--- config.mk ---
export PLATFORM = sky130hd
export DESIGN_NAME = mf3_out_fifo
export DESIGN_NICKNAME = d
export VERILOG_FILES = /design/src/rtl/mf3_pkg.sv /design/src/rtl/mf3_out_fifo.sv
export SDC_FILE = /design/constraint.sdc
export NUM_CORES = 1
export LEC_CHECK = 0
export BUFFER_PORTS_ARGS = -buffer_cell sky130_fd_sc_hd__buf_2
export CAP_MARGIN = 20
export CORE_MARGIN = 5
export CORE_UTILIZATION = 53
export DETAILED_ROUTE_END_ITERATION = 10
export HOLD_SLACK_MARGIN = 0.02
export PLACE_DENSITY_LB_ADDON = 0.15
export RECOVER_POWER = 100
export SYNTH_ARGS = -nofsm -noshare
export SYNTH_HDL_FRONTEND = slang
export SYNTH_SLANG_ARGS = --single-unit
export TNS_END_PERCENT = 5
--- constraint.sdc ---
create_clock -name aclk -period 3.34 [get_ports aclk]
set_input_delay 0.835 -clock aclk [delete_from_list [all_inputs] [get_ports aclk]]
set_output_delay 0.835 -clock aclk [all_outputs]
set_load 0.01 [all_outputs]
--- src/rtl/mf3_pkg.sv ---
// Shared constants, payload types and register codes for the 3x3 median filter.
// Self-contained; imported by every module of the block except mf3_line_ram.
`default_nettype none

package mf3_pkg;

    localparam int MAX_WIDTH   = 2048;
    localparam int MAX_HEIGHT  = 4096;
    localparam int MIN_DIM     = 3;
    localparam int RST_WIDTH   = 640;
    localparam int RST_HEIGHT  = 480;

    localparam int PIX_W       = 8;
    localparam int CFG_WID_W   = 12;
    localparam int CFG_HGT_W   = 13;
    localparam int CFG_DATA_W  = 13;
    localparam int COL_W       = $clog2(MAX_WIDTH);
    localparam int WEFF_W      = $clog2(MAX_WIDTH + 1);
    localparam int HEFF_W      = $clog2(MAX_HEIGHT + 1);
    // row counter runs one row past the frame while the last line drains
    localparam int ROW_W       = $clog2(MAX_HEIGHT + 2);
    localparam int CNT_W       = $clog2(MAX_WIDTH * MAX_HEIGHT);

    typedef enum logic [0:0] {
        REG_FRAME_WIDTH  = 1'b0,
        REG_FRAME_HEIGHT = 1'b1
    } mf3_reg_idx_t;

    typedef struct packed {
        logic [PIX_W-1:0] pixel_in;
        logic             drain;
    } mf3_in_t;

    typedef struct packed {
        logic [PIX_W-1:0] pixel_out;
        logic             frame_end;
    } mf3_out_t;

    typedef struct packed {
        logic border;
        logic frame_end;
    } mf3_tag_t;

    // window entry 3*r+c: row r (0 = oldest line), column c (2 = newest)
    typedef logic [8:0][PIX_W-1:0] mf3_win_t;

endpackage

`default_nettype wire

--- src/rtl/mf3_out_fifo.sv ---
// Two-entry result queue that decouples the filter pipeline from the output handshake.
// Depends on mf3_pkg for the result type.
`default_nettype none

module mf3_out_fifo
    import mf3_pkg::*;
(
    input  wire logic     aclk,
    input  wire logic     aresetn,
    input  wire logic     push,
    input  wire mf3_out_t push_data,
    output logic          full,
    output logic          m_valid,
    input  wire logic     m_ready,
    output mf3_out_t      m_data
);

    mf3_out_t   slot_reg [2];
    logic       wr_ptr_reg, rd_ptr_reg;
    logic [1:0] count_reg;
    logic       pop;

    assign pop     = m_valid && m_ready;
    assign m_valid = (count_reg != 2'd0);
    assign m_data  = slot_reg[rd_ptr_reg];
    assign full    = (count_reg == 2'd2);

    always_ff @(posedge aclk) begin
        if (!aresetn) begin
            wr_ptr_reg <= 1'b0;
            rd_ptr_reg <= 1'b0;
            count_reg  <= 2'd0;
        end else begin
            if (push) begin
                wr_ptr_reg <= ~wr_ptr_reg;
            end
            if (pop) begin
                rd_ptr_reg <= ~rd_ptr_reg;
            end
            case ({push, pop})
                2'b10:   count_reg <= count_reg + 2'd1;
                2'b01:   count_reg <= count_reg - 2'd1;
                default: count_reg <= count_reg;
            endcase
        end
    end

    always_ff @(posedge aclk) begin
        if (push) begin
            slot_reg[wr_ptr_reg] <= push_data;
        end
    end

endmodule

`default_nettype wire

==> impl_metrics.ini, run 1 <==
[power_and_ir_drop]
net-switching-power_mw = 0.184
cell_internal_pwr_mw = 0.479
seq_power_share_pct = 56.4
clock_power_share_pct = 18.2
irDropWorstVdd_mv = 0.386
p_per_area_nw_per_um2 = 658
leakagePower_nw = 0.351
netSwitchingFraction_pct = 27.8
combPwrFrac_pct = 25.4

[clock_network]
post_cts.repair.setup_buffers = 0
worst_setup_hold_path_clk_slew_ns = 0.11
holdBufCountCts = 0
clock_tree_from_tritoncts = built
clock_tree.buffer_depth = 2
insertion_delay_ns = 0.30
root_buffer = sky130_fd_sc_hd__clkbuf_4
cts_inserted_buffers = 3
cts.repair.resized = 0
cts_num_sinks = 23
cts_max_level = 1

[logic_synthesis]
syn_area_per_cell_um2 = 17.1
cells_taking_the_most_area_after_synthesis = sky130_fd_sc_hd__edfxtp_1, sky130_fd_sc_hd__mux2_2, sky130_fd_sc_hd__dfxtp_1, sky130_fd_sc_hd__xnor2_1, sky130_fd_sc_hd__nor2b_1
postSynth.asyncResetShare_pct = 0
synth_largest_area_cell = sky130_fd_sc_hd__edfxtp_1
post_synth_mux_area_share_pct = 11.6
synth_top_family_by_area = multiplexers
synth_xor_xnor_area_share_pct = 3.01
cell_with_the_most_instances_after_synthesis = sky130_fd_sc_hd__edfxtp_1
synth_fa_ha_area_share_pct = 1.43
synthesis.area_um2 = 873
ys_seq_area_share_pct = 73.4
compound_gate_fraction_of_synth_area_pct = 3.15
ys_types = 16
synth_warnings = 0
synthesized_net_count = 65
synth-main-ff-cell = sky130_fd_sc_hd__edfxtp_1
postSynthRegisterBits = 23
synth-edff-count = 18
simple_gate_share_of_the_synthesized_area_pct = 6.45
synthDominantCellAreaShare_pct = 61.9
synthTopCellsByCount = sky130_fd_sc_hd__edfxtp_1, sky130_fd_sc_hd__mux2_2, sky130_fd_sc_hd__dfxtp_1
synth_cells = 51

[grt]
grt_overflow = 0
grt_use_met1_pct = 14.8
grt_max_degree = 13
global_route.usage.total_pct = 11.9
initial_antenna_violation_count = 0
groute.layer.met2.usage_pct = 18.0
first_global_vias = 518
grt_busiest_layer = met2
grt_pass1_wl_um = 2240
globalRouteMet3Util_pct = 3.25

[finish]
largest_register_ff_count = 18
antenna_cells = 0
fillCellCount = 134
net_count_reported_at_finish = 92
sequential_cell_area_um2 = 641
drive_gt1_share_pct = 26.0
multi_input_area_um2 = 224
area_delta_synth_final_pct = 15.5

[die]
fp.coreArea_um2 = 1540
die-width_um = 50.6
die_h_um = 50.6
initial_utilization_pct = 56.7
std_cell_rows = 14
design.die.area_um2 = 2560
io_pins = 24

[place]
finalWeightedCongestion = 0.664
setup_slack_placement_ns = 1.35
port-buffer-count = 23

[sta]
slew_headroom_pct = 47.6
period_utilisation_layout_pct = 66.6
timing_max_transition_violations_final = 0
timing.final.crit_period_ns = 2.22
final.setup_skew_ns = 0.00208
final_critical_path_setup_slack_ns = 1.12
finalHoldViolations = 0
timing.final.setup_violations = 0
worst-slew-pin-transition_ns = 0.783
setup_total_negative_slack_ns = 0
fmax_ghz = 0.449
setup_repair_after_global_routing_missed_its_margin = false

[setup_path]
critPathLaunchType = register
cp.required_ns = 2.50
worst_setup_path_endpoint = m_data[0]
worst_path_class_setup = reg2out
timing.rr.end = count_reg[1]
setup.worst_path.end_class = output pin
cp_data_arrival_time_ns = 1.39
reg2reg_from = count_reg[1]
worst-r2r-setup-slack_ns = 1.85
ff2ff_path_depth = 4
path_max_fanout = 9

[worst_hold_path]
worstHoldPathType = reg2reg

[route]
wl_per_cell_um = 14.3
drt_pre_antenna_iters = 4
drt-initial-drc-count = 3
drt-total-wl_um = 1330
drtAntennaViolNets = 0
post_drt_via_cell_ratio = 5.12
drc = 0
vias = 476

[status]
outcome = finished, final reports clean

[run]
maxCapViolations = 0
## stage by stage
stage	hold WS, ns	area (um^2)	util [%]	power (mW)	cells
2_1_floorplan	0.474	873	-	0.502	51
3_3_place_gp	0.510	1000	65.1	0.557	89
3_5_place_dp	0.544	1000	65.1	0.563	89
4_1_cts	0.562	1030	66.8	0.687	93
5_1_grt	0.607	1010	65.4	0.712	93
6_report	0.566	1010	65.4	0.664	93
## power groups by stage
stage | clock network (mW) | logic (mW) | registers, mW
2_1_floorplan | 0 | 0.140 | 0.362
3_3_place_gp | 0 | 0.176 | 0.381
3_5_place_dp | 0 | 0.181 | 0.382
4_1_cts | 0.129 | 0.182 | 0.376
5_1_grt | 0.144 | 0.186 | 0.382
6_report | 0.121 | 0.168 | 0.374
## placed cells by master (no fill, tap or decap), drive strengths merged
cell type	instances
a21boi	1
mux2	9
or3	1
o21ai	1
dfxtp	5
clkbuf	21
o21a	2
nor2	1
edfxtp	18
ha	1
nor2b	3
buf	6
and2	2
inv	1
xnor2	3
and2b	1
or2	1
## worst max-delay path: stages, from the launching register on
cell                       delay (ns)
sky130_fd_sc_hd__dfxtp_1         0.57
sky130_fd_sc_hd__mux2_2          0.39
sky130_fd_sc_hd__clkbuf_1        0.13
## cells by family (layout without fill, tap and decap cells)
logic type	after synthesis	in the layout
flops	23	23
simple gates	9	9
xor+xnor	3	3
buf+inv	2	28
compound gates	4	4
mux	9	9
fa+ha+maj	1	1
## cell type report
class,instances,share of cell area [%]
well taps,16,1.99
flip-flops and latches,23,63.5
clock buffers,4,2.61
inverters,1,0.372
repair buffers,23,9.31
multi-input cells,26,22.2
## routing by layer
metal | wire, um | vias up
met5 | 0 | -
met4 | 0 | 0
met3 | 106 | 0
met2 | 673 | 16
met1 | 551 | 222
li1 | - | 238
## how the worst min path moves through the flow
stage / from / endpoint / depth (start not counted)
finish: count_reg[1] / count_reg[1] / 2
global route: count_reg[1] / count_reg[1] / 2
CTS: count_reg[1] / count_reg[1] / 2
detailed placement: count_reg[1] / count_reg[1] / 2
global placement: count_reg[1] / count_reg[1] / 2
floorplan: count_reg[1] / count_reg[1] / 2
Power figures use the tool's default switching activity.
==> run 2: changes to the inputs <==
--- a/config.mk
+++ b/config.mk
@@ -5,10 +5,11 @@
 export SDC_FILE = /design/constraint.sdc
 export NUM_CORES = 1
 export LEC_CHECK = 0
+export ABC_AREA = 1
 export BUFFER_PORTS_ARGS = -buffer_cell sky130_fd_sc_hd__buf_2
 export CAP_MARGIN = 20
 export CORE_MARGIN = 5
-export CORE_UTILIZATION = 53
+export CORE_UTILIZATION = 45
 export DETAILED_ROUTE_END_ITERATION = 10
 export HOLD_SLACK_MARGIN = 0.02
 export PLACE_DENSITY_LB_ADDON = 0.15
==> constraint.sdc (replaced) <==
create_clock -name aclk -period 1.9 [get_ports aclk]
set_input_delay 0.475 -clock aclk [delete_from_list [all_inputs] [get_ports aclk]]
set_output_delay 0.475 -clock aclk [all_outputs]
set_load 0.01 [all_outputs]
==> run 2 against run 1 <==
Effect of this change: flip-flop and latch count unchanged; synthesized cell count increased by 25%; non-clock buffer count is 2 higher; register-to-register slack worse by 1.2 ns; clock skew is essentially flat; first-iteration DRC count increased to 4.3 times the previous value; die area rose by 21%.
==> impl_metrics.ini, run 2 <==
[die]
std_cell_rows = 16
die-width_um = 55.6
fp.coreArea_um2 = 1960
io_pins = 24
die_h_um = 55.6
initial_utilization_pct = 47.6
design.die.area_um2 = 3090

[grt]
grt_pass1_wl_um = 2480
grt_overflow = 0
grt_max_degree = 13
global_route.usage.total_pct = 10.6
initial_antenna_violation_count = 0
first_global_vias = 580

[setup_path]
cp.required_ns = 1.42
cp_data_arrival_time_ns = 1.31
worst-r2r-setup-slack_ns = 0.64
setup.worst_path.end_class = output pin
ff2ff_path_depth = 7
reg2reg_from = count_reg[0]
critPathLaunchType = register
path_max_fanout = 7
worst_path_class_setup = reg2out
timing.rr.end = count_reg[1]
worst_setup_path_endpoint = m_data[3]

[route]
drc = 0
wl_per_cell_um = 12.5
drtAntennaViolNets = 0
drt-total-wl_um = 1490
post_drt_via_cell_ratio = 4.68
vias = 557
drt_pre_antenna_iters = 4
drt-initial-drc-count = 13

[logic_synthesis]
synthesis.area_um2 = 935
cell_with_the_most_instances_after_synthesis = sky130_fd_sc_hd__edfxtp_1
synthDominantCellAreaShare_pct = 57.8
ys_types = 15
syn_area_per_cell_um2 = 14.6
synth_largest_area_cell = sky130_fd_sc_hd__edfxtp_1
synth_warnings = 0
postSynth.asyncResetShare_pct = 0
postSynthRegisterBits = 23
cells_taking_the_most_area_after_synthesis = sky130_fd_sc_hd__edfxtp_1, sky130_fd_sc_hd__mux2_4, sky130_fd_sc_hd__dfxtp_1, sky130_fd_sc_hd__nor2_1, sky130_fd_sc_hd__nand2_1
synth-edff-count = 18
synth-main-ff-cell = sky130_fd_sc_hd__edfxtp_1
synthesized_net_count = 78
ys_seq_area_share_pct = 68.5
synthTopCellsByCount = sky130_fd_sc_hd__edfxtp_1, sky130_fd_sc_hd__nor2_1, sky130_fd_sc_hd__mux2_4
synth_cells = 64

[finish]
fin_area_um2 = 1100
net_count_reported_at_finish = 107
layout.cells.most_common_list = sky130_fd_sc_hd__edfxtp_1, sky130_fd_sc_hd__buf_2, sky130_fd_sc_hd__nor2_1, sky130_fd_sc_hd__clkbuf_1, sky130_fd_sc_hd__mux2_4
mostFrequentLayoutCell = sky130_fd_sc_hd__edfxtp_1
area_delta_synth_final_pct = 17.7
largest_register_ff_count = 18
fillCellCount = 189
drive_gt1_share_pct = 32.6
antenna_cells = 0

[status]
outcome = finished, final reports clean

[power_and_ir_drop]
combPwrFrac_pct = 19.2
irDropWorstVdd_mv = 0.624
clock_power_share_pct = 21.0
cell_internal_pwr_mw = 0.756
p_per_area_nw_per_um2 = 914
leakagePower_nw = 0.453
net-switching-power_mw = 0.250
seq_power_share_pct = 59.8
netSwitchingFraction_pct = 24.8

[clock_network]
cts_inserted_buffers = 3
cts_max_level = 1
clock_tree.buffer_depth = 2
worst_setup_hold_path_clk_slew_ns = 0.11
post_cts.repair.setup_buffers = 0
insertion_delay_ns = 0.30
cts_num_sinks = 23
clock_tree_from_tritoncts = built
holdBufCountCts = 0
root_buffer = sky130_fd_sc_hd__clkbuf_4

[sta]
timing.final.setup_violations = 0
worst-slew-pin-transition_ns = 0.510
final.setup_skew_ns = 0.00241
timing_max_transition_violations_final = 0
finalHoldViolations = 0
timing.final.crit_period_ns = 1.79
period_utilisation_layout_pct = 94.1
fmax_ghz = 0.560
setup_total_negative_slack_ns = 0
setup_repair_after_global_routing_missed_its_margin = false
slew_headroom_pct = 66.0

[place]
port-buffer-count = 23
placed_standard_cell_area_um2 = 1090
finalWeightedCongestion = 0.693
post_dp_hpwl_um = 1160

[worst_hold_path]
worstHoldPathType = in2reg

[run]
maxCapViolations = 0
## run 2: cell count changes after synthesis, sizes merged
cell and delta:
nor2 +10, nand2 +8, inv +5, nor2b -3
xnor2 -3, and2 -2, a21boi -1, a21oi +1
and2b -1, nand3 +1, nand4 +1, o21a -1
or2 -1, or3 -1
## run 2: worst min-delay path by stage
stage                            start              to  slack (ns)  depth (start not counted)
final                     push_data[6]  slot_reg[0][6]        0.35                          1
after global routing      push_data[6]  slot_reg[0][6]        0.32                          1
after CTS                 push_data[6]  slot_reg[1][6]        0.34                          1
after detailed placement    rd_ptr_reg      rd_ptr_reg        0.51                          2
after global placement      wr_ptr_reg      wr_ptr_reg        0.49                          2
after floorplan             rd_ptr_reg        register        0.47                          2
## run 2: final cells by class
cell class              count  area [um^2]  area share (%)
inverters                   6         22.5            2.05
multi-input cells          34          260            23.7
well taps                  27         33.8            3.07
clock buffers               4         26.3            2.39
flip-flops and latches     23          642            58.4
repair buffers             25          115            10.5
## run 2: power by group through the flow
stage	logic [mW]	clock network, mW	registers [mW]
floorplan	0.142	0	0.606
global placement	0.198	0	0.611
detailed placement	0.203	0	0.613
CTS	0.204	0.218	0.602
global route	0.215	0.247	0.606
finish	0.194	0.211	0.601
## run 2: critical path, cell delays in order, from the launching register on
cell	delay, ns
sky130_fd_sc_hd__dfxtp_2	0.38
sky130_fd_sc_hd__buf_4	0.20
sky130_fd_sc_hd__mux2_4	0.30
sky130_fd_sc_hd__buf_2	0.14
## run 2: metal layers
layer / wire length (um) / GRT usage [%] / vias up
li1: - / - / 276
met5: 0 / 0 / -
met4: 53 / 7.29 / 0
met3: 90 / 3.71 / 7
met2: 778 / 17.9 / 18
met1: 569 / 10.8 / 256
## run 2: cell families (layout without fill, tap and decap cells)
kind of cell	count (synthesis)	after routing	synth area share [%]
buffers and inverters	7	35	3.61
adders and majority gates	1	1	1.34
AOI/OAI and AO/OA	3	3	1.87
muxes	9	9	14.5
DFF	23	23	68.5
and+or+nand+nor	21	21	10.2
## run 2: what timing repair did
item                       in CTS  in global routing
gates resized for setup         0                  1
setup endpoints to repair       0                  7
hold endpoints to repair        0                  0
## run 2: stage by stage
step	setup WS [ns]	cells	power, mW	util [%]	hold WS [ns]
floorplan	0.607	64	0.748	-	0.471
global placement	0.403	115	0.810	55.4	0.485
detailed placement	0.370	115	0.816	55.4	0.515
CTS	0.0247	119	1.02	56.8	0.345
global route	0.0464	119	1.07	56.1	0.321
finish	0.113	119	1.01	56.1	0.354
