### src/rtl/mf3_pkg.sv
// Shared constants, payload types and register codes for the 3x3 median filter.
// Self-contained; imported by every module of the block except mf3_line_ram.
`default_nettype none

package mf3_pkg;

    localparam int MAX_WIDTH   = 2048;
    localparam int MAX_HEIGHT  = 4096;
    localparam int MIN_DIM     = 3;
    localparam int RST_WIDTH   = 640;
    localparam int RST_HEIGHT  = 480;

    localparam int PIX_W       = 8;
    localparam int CFG_WID_W   = 12;
    localparam int CFG_HGT_W   = 13;
    localparam int CFG_DATA_W  = 13;
    localparam int COL_W       = $clog2(MAX_WIDTH);
    localparam int WEFF_W      = $clog2(MAX_WIDTH + 1);
    localparam int HEFF_W      = $clog2(MAX_HEIGHT + 1);
    // row counter runs one row past the frame while the last line drains
    localparam int ROW_W       = $clog2(MAX_HEIGHT + 2);
    localparam int CNT_W       = $clog2(MAX_WIDTH * MAX_HEIGHT);

    typedef enum logic [0:0] {
        REG_FRAME_WIDTH  = 1'b0,
        REG_FRAME_HEIGHT = 1'b1
    } mf3_reg_idx_t;

    typedef struct packed {
        logic [PIX_W-1:0] pixel_in;
        logic             drain;
    } mf3_in_t;

    typedef struct packed {
        logic [PIX_W-1:0] pixel_out;
        logic             frame_end;
    } mf3_out_t;

    typedef struct packed {
        logic border;
        logic frame_end;
    } mf3_tag_t;

    // window entry 3*r+c: row r (0 = oldest line), column c (2 = newest)
    typedef logic [8:0][PIX_W-1:0] mf3_win_t;

endpackage

`default_nettype wire

### src/rtl/mf3_median_pipe.sv
// Three-stage median-of-nine network: sort rows, reduce columns, final median of three.
// Depends on mf3_pkg for the window, tag and result types.
`default_nettype none

module mf3_median_pipe
    import mf3_pkg::*;
(
    input  wire logic     aclk,
    input  wire logic     aresetn,
    input  wire logic     en,
    input  wire logic     in_valid,
    input  wire mf3_tag_t in_tag,
    input  wire mf3_win_t in_win,
    output logic          out_valid,
    output mf3_out_t      out_data
);

    function automatic logic [PIX_W-1:0] min2(input logic [PIX_W-1:0] a,
                                              input logic [PIX_W-1:0] b);
        return (a < b) ? a : b;
    endfunction

    function automatic logic [PIX_W-1:0] max2(input logic [PIX_W-1:0] a,
                                              input logic [PIX_W-1:0] b);
        return (a < b) ? b : a;
    endfunction

    function automatic logic [PIX_W-1:0] med3(input logic [PIX_W-1:0] a,
                                              input logic [PIX_W-1:0] b,
                                              input logic [PIX_W-1:0] c);
        return max2(min2(a, b), min2(max2(a, b), c));
    endfunction

    logic [2:0][PIX_W-1:0] lo_reg, mid_reg, hi_reg;
    logic [PIX_W-1:0]      ctr1_reg, ctr2_reg;
    mf3_tag_t              tag1_reg, tag2_reg;
    logic                  v1_reg, v2_reg, v3_reg;
    logic [PIX_W-1:0]      lo_max_reg, mid_med_reg, hi_min_reg;
    mf3_out_t              res_reg;

    always_ff @(posedge aclk) begin
        if (!aresetn) begin
            v1_reg <= 1'b0;
            v2_reg <= 1'b0;
            v3_reg <= 1'b0;
        end else if (en) begin
            v1_reg <= in_valid;
            v2_reg <= v1_reg;
            v3_reg <= v2_reg;
        end
    end

    // stage 1: sort each row of three
    always_ff @(posedge aclk) begin
        if (en) begin
            for (int r = 0; r < 3; r++) begin
                lo_reg[r]  <= min2(min2(in_win[3*r], in_win[3*r+1]), in_win[3*r+2]);
                mid_reg[r] <= med3(in_win[3*r], in_win[3*r+1], in_win[3*r+2]);
                hi_reg[r]  <= max2(max2(in_win[3*r], in_win[3*r+1]), in_win[3*r+2]);
            end
            ctr1_reg <= in_win[4];
            tag1_reg <= in_tag;
        end
    end

    // stage 2: largest low, median of middles, smallest high
    always_ff @(posedge aclk) begin
        if (en) begin
            lo_max_reg  <= max2(max2(lo_reg[0], lo_reg[1]), lo_reg[2]);
            mid_med_reg <= med3(mid_reg[0], mid_reg[1], mid_reg[2]);
            hi_min_reg  <= min2(min2(hi_reg[0], hi_reg[1]), hi_reg[2]);
            ctr2_reg    <= ctr1_reg;
            tag2_reg    <= tag1_reg;
        end
    end

    // stage 3: median of the three survivors, or the centre on a border
    always_ff @(posedge aclk) begin
        if (en) begin
            res_reg.pixel_out <= tag2_reg.border ? ctr2_reg
                                 : med3(lo_max_reg, mid_med_reg, hi_min_reg);
            res_reg.frame_end <= tag2_reg.frame_end;
        end
    end

    assign out_valid = v3_reg;
    assign out_data  = res_reg;

endmodule

`default_nettype wire

### config.mk
export PLATFORM = sky130hd
export DESIGN_NAME = mf3_median_pipe
export DESIGN_NICKNAME = d
export VERILOG_FILES = /design/src/rtl/mf3_pkg.sv /design/src/rtl/mf3_median_pipe.sv
export SDC_FILE = /design/constraint.sdc
export NUM_CORES = 1
export LEC_CHECK = 0
export ABC_AREA = 1
export BUFFER_PORTS_ARGS = -buffer_cell sky130_fd_sc_hd__buf_2
export CORE_UTILIZATION = 50
export DETAILED_ROUTE_END_ITERATION = 6
export GPL_TIMING_DRIVEN = 0
export MAX_ROUTING_LAYER = met4
export PLACE_DENSITY = 0.72
export SLEW_MARGIN = 20
export SYNTH_ARGS = -nofsm -noshare
export SYNTH_HDL_FRONTEND = slang
export SYNTH_SLANG_ARGS = --single-unit
### constraint.sdc
create_clock -name aclk -period 13.3 [get_ports aclk]
set_input_delay 1.995 -clock aclk [delete_from_list [all_inputs] [get_ports aclk]]
set_output_delay 1.995 -clock aclk [all_outputs]
set_load 0.005 [all_outputs]
==> flow_summary.toml, run 1 <==
[setup_path]
critPathLaunchType = "input port"
endpoint_kind = "flop"
criticalPathCategory = "in2reg"
crit_arrival_ns = 6.58
cp.required_ns = 13.47
crit_fanout = 10

[sta]
setup-tns-final_ns = 0
maxSlewViolCount = 0
setup_viol = 0
rsz0062_at_grt = "false"
skew_ns = 0.00882
hold_violations = 0
min_period_ns = 6.41
fin_crit_sh_pct = 48.2
slew-limit-headroom_pct = 30.0
clock.fmax_mhz = 156
tightest_slew_ns = 1.04

[place]
dp_hpwl_um = 19700
gp_congestion = 0.898
port_buffers = 87

[pwr]
p_int_uw = 1600
switchingPower_uw = 1410
p_per_area_nw_per_um2 = 250
power_frac_comb_pct = 61.4
leakage_uw = 0.00602
switching_share_pct = 46.8
seqPwrFrac_pct = 22.8
finalPower_uw = 3010
p_clk_share_pct = 15.8
vdd.ir_drop.worst_v = 0.000185

[die]
io_pins = 88
dieArea_um2 = 21800
start_util_pct = 51.8
fp.dieH_um = 148
dieWidth_um = 148
rows = 52
core_um2 = 20500

[global_routing]
antenna_found_initial = 0
overflow = 0
grt_use_total_pct = 24.1
grt_first_pass_wirelength_um = 40700
met3_usage_pct = 2.69
grt_max_degree = 72
met1_usage_pct = 30.4
met2_usage_pct = 40.3
gr-max-usage-layer = "met2"
grt_pass1_vias = 8768

[clock_tree]
clkTransAtPathRegs_ns = 0.06
cts_max_path_buffers = 2
cts_tree = "built"
cts_resized = 0
worstSkewPairLatency_ns = 0.42
h-tree-depth = 4
post_cts_buffers = 0
cts_buffers = 17
cts_hold_buf = 0
clock-sinks = 128
cts_root_buffer = "clkbuf_16"

[routing]
drcViolationCount = 0
ant_nets = 0
firstDrtPassIters = 5
vias = 9244
routed_via_density = 5.30
drtIter0Drc = 670
wl_per_cell_um = 13.9
wl_um = 24300

[synth]
yosys.area.top_type = "edfxtp_1"
ys_warn_count = 0
synth.distinct_cells = 29
synth-main-ff-cell = "edfxtp_1"
syn_inst = 1354
ys_async_sr_fraction_pct = 0
synth_top_area_share_pct = 35.4
yosysMostFrequentCell = "nand2_1"
syn_nets = 1586
netlist_top_cells_count = "390 x nand2_1, 180 x inv_1, 154 x ha_1, 133 x o21ai_0, 125 x edfxtp_1"
synth-seq-cells = 128
synth.top_cells.by_area = "edfxtp_1 35%, ha_1 18%, nand2_1 14%"
synth_area_um2 = 10600
ys_seq_area_share_pct = 36.0
synth_edf_count = 125
syn_avg_cell_area_um2 = 7.83

[final_layout]
syn2layout_area_growth_pct = 13.3
nets = 1693
drive_gt1_share_pct = 12.6
antenna_cells = 0

[run_status]
status = "completed"

[flow_run]
drv_cap = 0

[hold_path]
worstHoldPathType = "reg2reg"
-- path summary, 6_finish.rpt --
check	from	to	slack, ns	cells after the start
setup / recovery	in_win[37]	mid_reg[8]	6.89	27
hold / removal	ctr1_reg[4]	ctr2_reg[4]	0.42	0
setup reg to reg	mid_reg[7]	mid_med_reg[0]	8.29	24
hold reg to reg	ctr1_reg[4]	ctr2_reg[4]	0.42	0
-- critical path: stages --
cell and delay (ns):
buf_2 0.11, inv_1 0.09, ha_1 0.25, a21oi_1 0.15, nor2_1 0.06, a211oi_2 0.21
nand2_2 0.11, buf_2 0.19, buf_2 0.18, o21ai_0 0.44, ha_1 0.35, a21oi_1 0.15
nor2_1 0.05, a211oi_1 0.27, nand2_2 0.11, buf_2 0.19, inv_1 0.08, nand2_1 0.04
o21ai_0 0.11, inv_1 0.07, ha_1 0.30, a21oi_1 0.14, nor2_1 0.07, a211oi_2 0.53
nand2_4 0.16, nand2_1 0.09, nand2_1 0.07
-- power groups by stage --
| stage | registers [uW] | clock network [uW] | logic, uW |
|---|---|---|---|
| after CTS | 687 | 480 | 1830 |
| after global placement | 693 | 0 | 1750 |
| after global routing | 697 | 496 | 2140 |
| after floorplan | 672 | 0 | 1410 |
| after detailed placement | 695 | 0 | 1820 |
| final | 687 | 476 | 1850 |
-- cells by family after synthesis --
| logic type | Yosys count | share of synthesized area, % |
|---|---|---|
| and+or+nand+nor | 582 | 23.7 |
| buffers and inverters | 217 | 8.15 |
| DFF | 128 | 36.0 |
| AOI/OAI and AO/OA | 273 | 14.1 |
| adders and majority gates | 154 | 18.2 |
-- area by class of cell --
| type | count | area, um^2 |
|---|---|---|
| multi-input cells | 1009 | 5930 |
| inverters | 183 | 687 |
| flip-flops and latches | 128 | 3810 |
| repair buffers | 88 | 469 |
| plain buffers | 34 | 178 |
| fillers | 1838 | 8480 |
| clock buffers | 19 | 443 |
| clock inverters | 13 | 161 |
| well taps | 270 | 338 |
-- placed cells by master, fill, tap and decap left out, types with 4 or more instances in the layout --
cell,synthesis,final
clkbuf_16,0,17
a211oi_1,9,9
a21oi_1,86,86
nand2_1,390,390
buf_2,22,108
o211ai_1,5,5
ha_1,154,154
clkinv_2,0,4
nand3b_1,30,30
o21ai_1,27,27
nand2_4,10,10
clkbuf_1,7,8
nand3_1,50,50
nand4_1,7,7
edfxtp_1,125,125
inv_1,180,180
a211oi_2,8,8
nand2_2,17,17
o21ai_0,133,133
nor2_1,75,75
-- per-stage QoR --
step | instance area [um^2] | cells | utilization, % | worst slack, ns | hold slack, ns
final | 12000 | 1744 | 58.6 | 6.89 | 0.419
after CTS | 12000 | 1744 | 58.6 | 6.96 | 0.420
after detailed placement | 11400 | 1712 | 55.7 | 6.54 | 0.407
after global placement | 11400 | 1711 | 55.5 | 6.55 | 0.403
after floorplan | 10600 | 1354 | - | 7.32 | 0.400
after global routing | 12000 | 1744 | 58.6 | 6.37 | 0.422
-- layer usage --
layer	up-vias	wire length, um
met1	4177	10800
met3	48	1250
met5	-	0
met4	0	561
li1	4774	-
met2	245	11700
Power figures use the tool's default switching activity.
==> run 2, diff against run 1 <==
ABC_AREA = 0   (was 1)
PLACE_DENSITY = 0.74   (was 0.72)
clock period = 5.2 ns   (was 13.3 ns; I/O delays follow)
==> run 2 against run 1 <==
Compared with the run above:
- the flow now finishes with violations (design-rule violations, negative setup slack)
- clock skew fell by 0.00085 ns
- setup slack got worse by 7.0 ns
- non-clock buffer count rose by 70
- sequential share of layout area fell by 4.1 points
- flip-flop and latch count unchanged
- power rose to 2.8 times the previous value
- first-iteration DRC count fell by 0.30%
- cell count fell by 11%
- clock power increased by 140%
- synthesized cell count decreased by 20%
- critical path type unchanged
==> flow_summary.toml, run 2 <==
[run_status]
status = "finished with violations"
violations = "design-rule violations, negative setup slack"

[pwr]
vdd.ir_drop.worst_v = 0.000436
leakage_uw = 0.00607
p_per_area_nw_per_um2 = 601

[clock_tree]
cts_max_path_buffers = 2
cts_hold_buf = 0
cts_buffers = 17
worstSkewPairLatency_ns = 0.43
cts_tree = "built"
clock-sinks = 128
clkTransAtPathRegs_ns = 0.07
cts_root_buffer = "clkbuf_16"
h-tree-depth = 4

[synth]
yosysMostFrequentCell = "ha_1"
synth_edf_count = 125
synth_top_area_share_pct = 35.1
synth.top_cells.by_area = "edfxtp_1 35%, ha_1 18%, mux2_2 6.2%"
syn_inst = 1087
ys_warn_count = 0
synth-seq-cells = 128
ys_async_sr_fraction_pct = 0
syn_nets = 1319
yosys.area.top_type = "edfxtp_1"
synth-main-ff-cell = "edfxtp_1"
synth.distinct_cells = 72
syn_avg_cell_area_um2 = 9.84
synth_area_um2 = 10700
netlist_top_cells_count = "154 x ha_1, 125 x edfxtp_1, 120 x nand2_1, 115 x inv_1, 98 x o21ai_0"
ys_seq_area_share_pct = 35.7

[final_layout]
final_cell_area_um2 = 13800
antenna_cells = 0
fill_cells = 1530
syn2layout_area_growth_pct = 29.0
multiInputGateArea_um2 = 7200
drive_gt1_share_pct = 33.8
layout_commonest_cell = "ha_1"
mostFrequentLayoutCells = "126 x ha_1, 125 x edfxtp_1, 113 x nand2_1"
seq_area_um2 = 3810
nets = 1504
final_util_pct = 65.6

[routing]
wl_um = 28200
drcViolationCount = 2
firstDrtPassIters = 7
routed_via_density = 5.84
vias = 9105
ant_nets = 0
drtIter0Drc = 668
wl_per_cell_um = 18.1

[die]
start_util_pct = 50.9
fp.dieH_um = 148
io_pins = 88
core_um2 = 21000
dieWidth_um = 148
dieArea_um2 = 22000
rows = 53

[sta]
skew_ns = 0.00797
clock.fmax_mhz = 189
maxSlewViolCount = 0
setup-tns-final_ns = -0.179
worst_slack_ns = -0.0868
slew-limit-headroom_pct = 35.0
tightest_slew_ns = 0.965
setup_viol = 7
fin_hold_ws_ns = 0.413
rsz0062_at_grt = "true"
fin_crit_sh_pct = 102
min_period_ns = 5.29
hold_violations = 0

[global_routing]
antenna_found_initial = 0
overflow = 0
grt_max_degree = 70
grt_use_total_pct = 25.2
grt_pass1_vias = 8411
grt_first_pass_wirelength_um = 41700

[setup_path]
crit_arrival_ns = 5.55
endpoint_kind = "flop"
rr_startpoint = "mid_reg[2]"
reg2reg_depth = 22
criticalPathCategory = "in2reg"
ff2ff_setup_slack_ns = 0.14
critPathLaunchType = "input port"
reg2reg_to = "mid_med_reg[2]"
cp.required_ns = 5.46
crit_fanout = 7

[place]
preCtsSetupSlack_ns = -0.915
placed_cell_area_um2 = 11800
gp_congestion = 0.935
port_buffers = 87
dp_hpwl_um = 20300

[hold_path]
worstHoldPathType = "reg2reg"
min_to = "ctr2_reg[1]"
worstHoldStart = "ctr1_reg[1]"
hold_depth = 0

[flow_run]
drv_cap = 0
[run 2: how the worst max path moves through the flow]
stage / from / to / slack, ns / depth (start not counted)
2_1_floorplan: in_win[62] / mid_reg[21] / -0.20 / 24
3_3_place_gp: in_win[33] / mid_reg[8] / -0.90 / 24
3_5_place_dp: in_win[33] / mid_reg[8] / -0.91 / 24
4_1_cts: in_win[62] / mid_reg[16] / -0.03 / 25
5_1_grt: in_win[58] / mid_reg[16] / -0.27 / 26
6_report: in_win[61] / mid_reg[16] / -0.09 / 24
[run 2: metrics by stage]
stage | total power (uW) | std cells
finish | 8300 | 1560
global placement | 5650 | 1449
floorplan | 4780 | 1087
detailed placement | 5790 | 1450
CTS | 7330 | 1515
global route | 8870 | 1560
[run 2: critical path, cell delays in order]
cell and delay (ns):
buf_8 0.11, inv_8 0.04, ha_4 0.19, and3_4 0.17
a311o_1 0.36, o21a_4 0.26, nor2_8 0.14, buf_6 0.16
mux2_4 0.32, ha_4 0.28, o21a_1 0.11, nor2_1 0.06
o31ai_4 0.31, o21ai_4 0.14, buf_4 0.15, buf_4 0.12
mux2i_1 0.16, ha_1 0.23, a211o_1 0.26, or4_4 0.53
o22a_4 0.22, mux2i_1 0.16, o41ai_1 0.09, nor2_1 0.18
[run 2: repair_timing]
| item | in CTS | in global routing |
|---|---|---|
| buffers inserted | 33 | 43 |
| gates cloned | 0 | 2 |
| endpoints found under the setup margin | 40 | 40 |
| pin swaps | 20 | 60 |
| gates resized for setup | 52 | 143 |
[run 2: kinds of logic (layout without fill, tap and decap cells)]
kind of cell | after synthesis | in the layout | synth area share [%]
flops | 128 | 128 | 35.7
simple gates | 268 | 268 | 11.4
buf+inv | 141 | 339 | 5.58
fa+ha+maj | 154 | 154 | 18.0
compound gates | 277 | 277 | 17.2
mux | 119 | 119 | 12.2
[run 2: per-layer routing]
metal | global-route usage (%) | wire [um]
met1 | 31.0 | 11800
met2 | 42.4 | 14000
met3 | 3.59 | 1580
met4 | 8.20 | 825
met5 | - | 0
[run 2: cell type report]
cell class                 instances  share of cell area [%]
sequential                       128                    27.6
buffer                            26                    1.76
tap                              275                    2.49
timing repair buffer             166                    8.33
inverter                         115                    3.40
multi-input combinational        818                    52.2
clock buffer                      17                    3.08
clock inverter                    15                    1.11
[run 2: where the power goes]
| part | internal [uW] | total, uW | switching, uW |
|---|---|---|---|
| Clock | 640 | 1150 | 514 |
| Sequential | 1560 | 1750 | 191 |
| Combinational | 2560 | 5390 | 2830 |
| Total | 4760 | 8300 | 3540 |
==> run 3, diff against run 2 <==
CORE_ASPECT_RATIO = 0.9   (was default)
==> run 3 against run 2 <==
Compared with the run above:
- the flow finishes with violations (negative setup slack)
- final area rose by 0.50%
- clock-buffer cell count did not move
- non-clock buffer count fell by 3
- via count fell by 0.11%
- clock power rose by 8%
- first-iteration DRC count fell by 6.4%
- cell count rose by 0.51%
- global-route usage rose by 0.27 points
- critical endpoint unchanged
- largest power group unchanged
==> flow_summary.toml, run 3 (synthesized netlist as in run 2, its figures left out) <==
[run_status]
status = "finished with violations"
violations = "negative setup slack"

[clock_tree]
cts_buffers = 17
h-tree-depth = 4
cts_max_path_buffers = 2
worstSkewPairLatency_ns = 0.42
clkTransAtPathRegs_ns = 0.06
clock-sinks = 128
cts_root_buffer = "clkbuf_16"
cts_tree = "built"
cts_hold_buf = 0

[routing]
wl_per_cell_um = 18.2
wl_met2_um = 13700
drtIter0Drc = 625
drt-met1-wl_um = 12300
drcViolationCount = 0
top_layer = "met4"
firstDrtPassIters = 5
wl_met3_um = 1760
vias = 9095
ant_nets = 0
routed_via_density = 5.80
wl_um = 28500

[setup_path]
reg2reg_depth = 25
ff2ff_setup_slack_ns = 0.07
cp.required_ns = 5.37
crit_arrival_ns = 5.49
critPathLaunchType = "input port"
criticalPathCategory = "in2reg"
endpoint_kind = "flop"
rr_startpoint = "lo_max_reg[1]"
startpoint = "in_win[60]"
reg2reg_to = "out_data[7]"
crit_fanout = 6

[sta]
hold_violations = 0
setup-tns-final_ns = -1.00
clock.fmax_mhz = 188
fin_crit_sh_pct = 102
slew-limit-headroom_pct = 26.3
tightest_slew_ns = 1.09
worst_slack_ns = -0.121
skew_ns = 0.00736
rsz0062_at_grt = "true"
min_period_ns = 5.32
setup_viol = 10
maxSlewViolCount = 0

[place]
gp_congestion = 0.960
dp_hpwl_um = 20400
preCtsSetupSlack_ns = -0.882
port_buffers = 87

[global_routing]
overflow = 0
grt_pass1_vias = 8360
grt_max_degree = 89
antenna_found_initial = 0
grt_use_total_pct = 25.4
grt_first_pass_wirelength_um = 41900

[final_layout]
antenna_cells = 0
fill_cells = 1523
multiInputGateArea_um2 = 7220
syn2layout_area_growth_pct = 29.6
drive_gt1_share_pct = 34.9
seq_area_um2 = 3810
nets = 1501
layout_commonest_cell = "ha_1"
mostFrequentLayoutCells = "127 x ha_1, 125 x edfxtp_1, 107 x nand2_1"

[hold_path]
worstHoldPathType = "reg2reg"
hold_depth = 0
min_to = "tag2_reg[0]"
worstHoldStart = "tag1_reg[0]"

[die]
dieArea_um2 = 22000
rows = 50
fp.dieH_um = 141
io_pins = 88
dieWidth_um = 156
core_um2 = 20900
start_util_pct = 51.2

[pwr]
vdd.ir_drop.worst_v = 0.000394
switching_share_pct = 41.7
power_frac_comb_pct = 67.1
p_per_area_nw_per_um2 = 651
leakage_uw = 0.00612
switchingPower_uw = 3760
p_clk_share_pct = 13.7
seqPwrFrac_pct = 19.2
p_int_uw = 5260

[flow_run]
drv_cap = 0
-- run 3: cell count changes in the layout (fill, tap and decap cells not counted), moves of 5 or more --
cell,before,now
ha_4,24,19
o21ai_1,29,21
nand2_1,113,107
buf_4,78,70
o21ai_0,66,61
o21ai_2,8,21
-- run 3: worst max path at each step --
stage,end,cells past startpoint,slack (ns)
2_1_floorplan,mid_reg[21],24,-0.20
5_1_grt,mid_reg[16],25,-0.25
6_report,mid_reg[16],25,-0.12
3_3_place_gp,mid_reg[10],24,-0.80
3_5_place_dp,mid_reg[8],24,-0.88
4_1_cts,mid_reg[19],24,-0.08
-- run 3: power groups by stage --
stage,registers (uW),logic (uW),clock network (uW)
after floorplan,1670,3100,0
after global placement,1740,3960,0
after detailed placement,1740,4090,0
after CTS,1720,4790,1250
after global routing,1760,6540,1290
final,1730,6050,1240
-- run 3: cell type report --
type	count	share of cell area (%)
multi-input combinational	818	52.1
clock inverter	15	1.40
tap	286	2.58
buffer	25	1.71
timing repair buffer	164	8.32
inverter	115	3.31
sequential	128	27.5
clock buffer	17	3.07
-- run 3: what timing repair did --
action,CTS,global route
setup endpoints to repair,40,40
setup buffers,38,34
gates cloned,1,3
gates resized for setup,64,157
pin swaps,21,61
-- run 3: per-stage QoR --
stage	hold slack (ns)	cells	utilization (%)	area [um^2]	power, uW
after floorplan	0.400	1087	-	11000	4780
after global placement	0.404	1460	56.4	11800	5700
after detailed placement	0.406	1461	56.5	11800	5830
after CTS	0.421	1531	62.0	12900	7760
after global routing	0.429	1568	66.3	13900	9590
final	0.420	1568	66.3	13900	9020
-- run 3: critical path, stage by stage --
cell and delay (ns):
buf_8 0.10, inv_4 0.05, ha_4 0.18, and3_4 0.17, a311o_1 0.37, o21a_2 0.27, nor2_8 0.15, buf_6 0.15
mux2_4 0.33, ha_4 0.26, a211oi_4 0.25, nor2b_4 0.22, o31ai_4 0.08, o21ai_4 0.12, mux2i_1 0.28, ha_1 0.29
a21o_1 0.16, a21o_1 0.16, a21oi_2 0.13, inv_2 0.05, or4_4 0.41, o22a_4 0.24, mux2i_1 0.13, o41ai_1 0.07
nor2_1 0.08
-- run 3: layer usage --
metal	GRT usage, %	vias to the layer above
met5	-	-
met4	7.84	0
met3	4.06	69
met2	40.9	337
met1	32.9	4306
li1	-	4383
